### config.mk
export PLATFORM = sky130hd
export DESIGN_NAME = six_axis_hall_offset_transform_top
export DESIGN_NICKNAME = d
export VERILOG_FILES = /design/src/design/shot_pkg.sv /design/src/design/six_axis_hall_offset_transform_top.sv /design/src/design/shot_front.sv /design/src/design/shot_queue.sv /design/src/design/shot_back.sv
export SDC_FILE = /design/constraint.sdc
export NUM_CORES = 1
export LEC_CHECK = 0
export BUFFER_PORTS_ARGS = -buffer_cell sky130_fd_sc_hd__buf_2
export CAP_MARGIN = 40
export CORE_MARGIN = 2
export CORE_UTILIZATION = 35
export CTS_BUF_LIST = sky130_fd_sc_hd__clkbuf_4
export CTS_CLUSTER_SIZE = 25
export DETAILED_ROUTE_END_ITERATION = 12
export HOLD_SLACK_MARGIN = 0.12
export PLACE_DENSITY_LB_ADDON = 0.2
export REMOVE_ABC_BUFFERS = 1
export SYNTH_ARGS = -nofsm -noshare
export SYNTH_HDL_FRONTEND = slang
export SYNTH_SLANG_ARGS = --single-unit
### constraint.sdc
create_clock -name clk -period 9 [get_ports clk]
set_input_delay 1.35 -clock clk [delete_from_list [all_inputs] [get_ports clk]]
set_output_delay 1.35 -clock clk [all_outputs]
set_load 0.05 [all_outputs]
### src/design/shot_pkg.sv
// ----------------------------------------------------------------------------
// shot_pkg: shared types and constants
// Frame geometry and the frame record passed from front to back.
// ----------------------------------------------------------------------------
package shot_pkg;

	localparam int NUM_CH    = 6;
	localparam int FRAME_LEN = 48;
	localparam int SAMPLE_W  = 12;
	localparam int SUM_W     = 15;
	localparam int POS_W     = 6;
	localparam int CH_W      = 3;

	localparam logic [POS_W-1:0]    POS_LAST   = POS_W'(FRAME_LEN - 1);
	localparam logic [CH_W-1:0]     CH_LAST    = CH_W'(NUM_CH - 1);
	localparam logic [SAMPLE_W-1:0] SAMPLE_MAX = '1;

	// one finished frame: per-channel averages, and whether it sets the baseline
	typedef struct packed {
		logic                             base;
		logic [NUM_CH-1:0][SAMPLE_W-1:0]  avg;
	} frame_rec_t;

	typedef struct packed {
		logic full;
		logic empty;
	} q_stat_t;

endpackage

### src/design/six_axis_hall_offset_transform_top.sv
// ----------------------------------------------------------------------------
// six_axis_hall_offset_transform_top: six-axis hall offset transform
// Averages are registered in the queue, the pair stage, then the outputs.
// Throughput: one item per cycle while not stalled; one result per 48-item
// frame, none for the first (baseline) frame after reset.
// Input stalls only on a frame's last item while both queue slots are full.
// Reset clears counters, sums, queue and valids; the baseline is rebuilt.
// ----------------------------------------------------------------------------
module six_axis_hall_offset_transform_top
	import shot_pkg::*;
#(
	parameter int AVG_SHIFT = 3
) (
	input  logic                clk,
	input  logic                arst_n,
	input  logic                in_valid,
	output logic                in_stall,
	input  logic [SAMPLE_W-1:0] sample,
	output logic                out_valid,
	input  logic                out_stall,
	output logic signed [15:0]  trans_z,
	output logic signed [14:0]  trans_y,
	output logic signed [14:0]  trans_x,
	output logic signed [15:0]  rot_z,
	output logic signed [14:0]  rot_x,
	output logic signed [14:0]  rot_y
);

	q_stat_t    q_stat;
	logic       push;
	logic       pop;
	frame_rec_t push_rec;
	frame_rec_t head;

	shot_front #(
		.AVG_SHIFT(AVG_SHIFT)
	) u_front (
		.clk      (clk),
		.arst_n   (arst_n),
		.in_valid (in_valid),
		.in_stall (in_stall),
		.sample   (sample),
		.q_stat   (q_stat),
		.push     (push),
		.push_rec (push_rec)
	);

	shot_queue u_queue (
		.clk      (clk),
		.arst_n   (arst_n),
		.push     (push),
		.push_rec (push_rec),
		.pop      (pop),
		.head     (head),
		.q_stat   (q_stat)
	);

	shot_back u_back (
		.clk       (clk),
		.arst_n    (arst_n),
		.head      (head),
		.q_stat    (q_stat),
		.pop       (pop),
		.out_valid (out_valid),
		.out_stall (out_stall),
		.trans_z   (trans_z),
		.trans_y   (trans_y),
		.trans_x   (trans_x),
		.rot_z     (rot_z),
		.rot_x     (rot_x),
		.rot_y     (rot_y)
	);

endmodule

### src/design/shot_front.sv
// ----------------------------------------------------------------------------
// shot_front: sample accumulator
// Sums each channel over a frame and pushes the channel averages at frame end.
// ----------------------------------------------------------------------------
module shot_front
	import shot_pkg::*;
#(
	parameter int AVG_SHIFT = 3
) (
	input  logic                clk,
	input  logic                arst_n,
	input  logic                in_valid,
	output logic                in_stall,
	input  logic [SAMPLE_W-1:0] sample,
	input  q_stat_t             q_stat,
	output logic                push,
	output frame_rec_t          push_rec
);

	logic [POS_W-1:0]              pos_q;
	logic [CH_W-1:0]               ch_q;
	logic                          base_done_q;
	logic [NUM_CH-1:0][SUM_W-1:0]  sums_q;
	logic [NUM_CH-1:0][SUM_W-1:0]  sum_in;
	logic                          accept;
	logic                          frame_end;

	assign in_stall  = q_stat.full && (pos_q == POS_LAST);
	assign accept    = in_valid && !in_stall;
	assign frame_end = accept && (pos_q == POS_LAST);
	assign push      = frame_end;

	always_comb begin
		logic [SUM_W-1:0] shifted;
		shifted       = '0;
		push_rec.base = !base_done_q;
		for (int i = 0; i < NUM_CH; i++) begin
			sum_in[i] = sums_q[i] +
				((ch_q == CH_W'(i)) ? SUM_W'(sample) : SUM_W'(0));
			shifted = sum_in[i] >> AVG_SHIFT;
			// small shifts can push the average past the sample range
			push_rec.avg[i] = (shifted > SUM_W'(SAMPLE_MAX)) ? SAMPLE_MAX
				: shifted[SAMPLE_W-1:0];
		end
	end

	always_ff @(posedge clk or negedge arst_n) begin
		if (!arst_n) begin
			pos_q       <= '0;
			ch_q        <= '0;
			base_done_q <= 1'b0;
			sums_q      <= '0;
		end else if (accept) begin
			if (frame_end) begin
				pos_q       <= '0;
				ch_q        <= '0;
				base_done_q <= 1'b1;
				sums_q      <= '0;
			end else begin
				pos_q  <= pos_q + POS_W'(1);
				ch_q   <= (ch_q == CH_LAST) ? '0 : ch_q + CH_W'(1);
				sums_q <= sum_in;
			end
		end
	end

	a_pos_range: assert property (@(posedge clk) disable iff (!arst_n)
		pos_q <= POS_LAST)
		else $error("frame position out of range");

	a_ch_tracks_pos: assert property (@(posedge clk) disable iff (!arst_n)
		(pos_q == '0) |-> (ch_q == '0))
		else $error("channel counter out of step with frame start");

endmodule

### src/design/shot_queue.sv
// ----------------------------------------------------------------------------
// shot_queue: two-entry frame queue
// Decouples the accumulator from the transform and output stages.
// ----------------------------------------------------------------------------
module shot_queue
	import shot_pkg::*;
(
	input  logic       clk,
	input  logic       arst_n,
	input  logic       push,
	input  frame_rec_t push_rec,
	input  logic       pop,
	output frame_rec_t head,
	output q_stat_t    q_stat
);

	frame_rec_t  mem_q [2];
	logic        wr_q;
	logic        rd_q;
	logic [1:0]  cnt_q;

	assign head         = mem_q[rd_q];
	assign q_stat.full  = (cnt_q == 2'd2);
	assign q_stat.empty = (cnt_q == 2'd0);

	always_ff @(posedge clk) begin
		if (push) begin
			mem_q[wr_q] <= push_rec;
		end
	end

	always_ff @(posedge clk or negedge arst_n) begin
		if (!arst_n) begin
			wr_q  <= 1'b0;
			rd_q  <= 1'b0;
			cnt_q <= '0;
		end else begin
			if (push) begin
				wr_q <= !wr_q;
			end
			if (pop) begin
				rd_q <= !rd_q;
			end
			cnt_q <= cnt_q + 2'(push) - 2'(pop);
		end
	end

	a_no_overflow: assert property (@(posedge clk) disable iff (!arst_n)
		!(push && !pop && q_stat.full))
		else $error("frame queue overflow");

	a_no_underflow: assert property (@(posedge clk) disable iff (!arst_n)
		!(pop && q_stat.empty))
		else $error("frame queue underflow");

endmodule

### src/design/shot_back.sv
// ----------------------------------------------------------------------------
// shot_back: offset transform
// Holds the baseline, forms pair sums and differences, then the six axes.
// ----------------------------------------------------------------------------
module shot_back
	import shot_pkg::*;
(
	input  logic               clk,
	input  logic               arst_n,
	input  frame_rec_t         head,
	input  q_stat_t            q_stat,
	output logic               pop,
	output logic               out_valid,
	input  logic               out_stall,
	output logic signed [15:0] trans_z,
	output logic signed [14:0] trans_y,
	output logic signed [14:0] trans_x,
	output logic signed [15:0] rot_z,
	output logic signed [14:0] rot_x,
	output logic signed [14:0] rot_y
);

	localparam int PW = SAMPLE_W + 2;
	localparam int XW = PW + 3;

	logic [NUM_CH-1:0][SAMPLE_W-1:0] base_q;
	logic                            valid_s1;
	logic signed [PW-1:0]            c1_s1, m1_s1, c2_s1, m2_s1, c3_s1, m3_s1;
	logic signed [PW-2:0]            d [NUM_CH];
	logic                            adv_s2;
	logic                            adv_s1;

	function automatic logic signed [XW-1:0] sx(input logic signed [PW-1:0] v);
		return {{(XW-PW){v[PW-1]}}, v};
	endfunction

	// signed halving, truncated toward zero
	function automatic logic signed [XW-1:0] hv(input logic signed [PW-1:0] v);
		logic [PW-1:0] t;
		t = v + PW'(v[PW-1]);
		return {{(XW-PW+1){t[PW-1]}}, t[PW-1:1]};
	endfunction

	assign adv_s2 = !out_valid || !out_stall;
	assign adv_s1 = !valid_s1 || adv_s2;
	assign pop    = !q_stat.empty && adv_s1;

	always_comb begin
		for (int i = 0; i < NUM_CH; i++) begin
			d[i] = $signed({1'b0, base_q[i]}) - $signed({1'b0, head.avg[i]});
		end
	end

	always_ff @(posedge clk) begin
		if (pop && head.base) begin
			base_q <= head.avg;
		end
		if (adv_s1) begin
			c1_s1 <= {d[0][PW-2], d[0]} + {d[1][PW-2], d[1]};
			m1_s1 <= {d[0][PW-2], d[0]} - {d[1][PW-2], d[1]};
			c2_s1 <= {d[2][PW-2], d[2]} + {d[3][PW-2], d[3]};
			m2_s1 <= {d[2][PW-2], d[2]} - {d[3][PW-2], d[3]};
			c3_s1 <= {d[4][PW-2], d[4]} + {d[5][PW-2], d[5]};
			m3_s1 <= {d[4][PW-2], d[4]} - {d[5][PW-2], d[5]};
		end
	end

	always_ff @(posedge clk) begin
		logic signed [XW-1:0] tz, ty, tx, rz, rx, ry;
		tz = sx(c1_s1) + sx(c2_s1) + sx(c3_s1);
		ty = sx(m3_s1) - sx(m1_s1);
		tx = hv(m1_s1) + hv(m3_s1) - sx(m2_s1);
		rz = sx(m1_s1) + sx(m2_s1) + sx(m3_s1);
		rx = hv(c1_s1) - sx(c2_s1) + hv(c3_s1);
		ry = sx(c3_s1) - sx(c1_s1);
		if (adv_s2 && valid_s1) begin
			trans_z <= tz[15:0];
			trans_y <= ty[14:0];
			trans_x <= tx[14:0];
			rot_z   <= rz[15:0];
			rot_x   <= rx[14:0];
			rot_y   <= ry[14:0];
		end
	end

	always_ff @(posedge clk or negedge arst_n) begin
		if (!arst_n) begin
			valid_s1  <= 1'b0;
			out_valid <= 1'b0;
		end else begin
			if (adv_s1) begin
				valid_s1 <= pop && !head.base;
			end
			if (adv_s2) begin
				out_valid <= valid_s1;
			end
		end
	end

	a_base_no_result: assert property (@(posedge clk) disable iff (!arst_n)
		(pop && head.base) |=> !valid_s1)
		else $error("baseline frame produced a result");

endmodule

==> impl_metrics.toml <==
[die]
rows = 111
fp.dieW_um = 309
coreArea_um2 = 92100
boundaryPins = 110
die_y_um = 309
initial_core_util_pct = 35.4
die-area_um2 = 95700

[sta]
tightest_slew_ps = 851
slew_viol_final = 0
finalHoldViolCount = 0
period_minus_slack_ps = 5190
fmax_mhz = 192
tns_ps = 0
skew_ps = 81.1
setup_violations = 0
slew-limit-headroom_pct = 43.3
period_share_pct = 57.7
rsz0062_at_grt = "no"

[synthesis]
synth_edf_count = 389
yosys.area.top_type_share_pct = 35.8
yosysWarningCount = 0
synth.area.top_cells = "edfxtp_1, ha_1, dfrtp_1"
async_flop_share_pct = 21.4
syn_avg_cell_area_um2 = 11.0
syn_area_um2 = 32600
synth_cell_types = 75
synth-seq-cells = 495
ys.flop_type = "edfxtp_1"
synth.largest_area_cell = "edfxtp_1"
syn_inst = 2978
ys_seq_area_share_pct = 43.9

[cts]
postCtsSetupBuffers = 0
cts_resized = 0
clock_sinks = 495
clk_latency_ps = 1000
ctsHoldBuffers = 0
cts_tree = "built"
clock_path_buffers = 3
cts_root_buf = "clkbuf_4"
numCtsBuffers = 140
cts_max_level = 4
clkTransAtPathRegs_ps = 70

[drt]
via_per_inst = 4.86
wl_per_cell_um = 16.5
drt_iter0_markers = 997
drt-total-wl_mm = 75.0
top_layer_used = "met4"
drc = 0
wl_met2_mm = 33.1
met3_wirelength_mm = 2.68
m1WireLength_mm = 36.1
postRouteAntennaNets = 0
firstDrtPassIters = 7
vias = 22000

[worst_setup_path]
worstPathRequired_ps = 9680
endpoint_kind = "register"
start_kind = "register"
crit_type = "reg2reg"
cp.arrival_ps = 5870
r2r_cells = 16
crit_fanout = 47

[global_route]
antenna_found_initial = 2
grt_pass1_wl_mm = 118
grt_max_degree = 71
grt_pass1_vias = 21800
grt_use_total_pct = 15.9
grt_overflow = 0

[layout]
final_common_cell = "edfxtp_1"
synthToLayoutAreaGrowth_pct = 12.0
mostFrequentLayoutCells = "edfxtp_1, ha_1, inv_1"
nets = 3593
fillers = 9071
multiInputGateArea_um2 = 17100
layout-drive-gt1-share_pct = 11.7
register_area_um2 = 14300

[outcome]
outcome = "finished clean"

[flow_run]
cap_violations = 0

[placed_design]
place.port_buffers = 109
dp_hpwl_mm = 56.6
gp_congestion = 0.871

[min_path]
min_path_type = "in2async"
[cell families (layout without fill, tap and decap cells)]
kind of cell / after synthesis / after routing / synth area share, %
compound gates: 702 / 702 / 14.3
other cells: 0 / 1 / 0
buf+inv: 337 / 654 / 3.94
simple gates: 665 / 665 / 10.3
xor+xnor: 312 / 312 / 8.37
flops: 495 / 495 / 43.9
fa+ha+maj: 392 / 392 / 16.8
mux: 75 / 75 / 2.33
[path summary, 6_finish.rpt]
kind                                startpoint                   to  slack [ps]
setup / recovery                  u_queue.rd_q     u_back.c2_s1[11]        3810
hold / removal                          arst_n   u_front.sums_q[41]         390
setup reg to reg                  u_queue.rd_q     u_back.c2_s1[11]        3810
hold reg to reg            u_front.base_done_q  u_front.base_done_q         480
max in group asynchronous               arst_n   u_front.sums_q[69]        7260
min in group clk           u_front.base_done_q  u_front.base_done_q         480
[registers in the layout, indices dropped and copies added (netlist names), 2 cells and up]
signal / count
u_back.rot_x: 15
u_front.ch_q: 3
u_back.rot_y: 15
u_back.trans_y: 14
u_back.c1_s1: 13
u_back.m1_s1: 14
u_queue.mem_q: 146
u_back.m2_s1: 14
u_back.rot_z: 16
u_back.base_q: 72
u_back.trans_z: 15
u_queue.cnt_q: 2
u_back.m3_s1: 14
u_back.c2_s1: 13
u_front.sums_q: 90
u_back.trans_x: 15
u_back.c3_s1: 13
u_front.pos_q: 6
[per-layer routing]
metal  GRT usage [%]  vias to the layer above
met1            21.2                    10300
met5               0                        -
met3            2.97                      108
li1                -                    11300
met4            8.16                        0
met2            24.5                      339
[area by class of cell]
type / count / share of cell area, %
repair buffers: 129 / 2.02
flip-flops and latches: 495 / 39.2
well taps: 1243 / 4.26
inverters: 273 / 2.81
multi-input cells: 2146 / 46.7
clock buffers: 200 / 4.11
clock inverters: 52 / 0.863
diodes: 1 / 0.00685
[metrics by stage]
| step | instances | hold WS (ps) | util (%) | setup slack [ps] | instance area (um^2) |
|---|---|---|---|---|---|
| after floorplan | 2914 | 434 | - | 475 | 32400 |
| after global placement | 4284 | 451 | 37.6 | 3760 | 34700 |
| after detailed placement | 4286 | 464 | 37.7 | 3720 | 34700 |
| after CTS | 4538 | 272 | 39.7 | 3700 | 36500 |
| after global routing | 4539 | 346 | 39.7 | 3400 | 36500 |
| final | 4539 | 392 | 39.7 | 3810 | 36500 |
[worst max-delay path: stages (launching register included)]
cell       delay, ps
dfrtp_4          940
buf_4            560
mux2_2           270
ha_1             160
inv_1             50
fa_1             400
a21o_1           180
a21o_1           190
a21oi_1          180
o21ai_0          150
a21oi_1          190
xnor2_1          180
ha_1             400
and4_1           260
a2111oi_2        410
a211oi_1         180
xnor2_1          150
[cell usage after synthesis (52+ instances only)]
cell        n
a21o_1     57
a21oi_1   182
a22o_1     65
and2_1     83
dfrtp_1   106
edfxtp_1  389
fa_1       77
ha_1      315
inv_1     273
mux2i_1    68
nand2_1   124
nor2_1    162
nor3_1     66
o21a_1     52
o21ai_0   140
xnor2_1   226
xor2_1     86
Power is left out: the tool's default activity adds up to more than one toggle a clock period on the data nets, which glitch-free logic cannot reach.
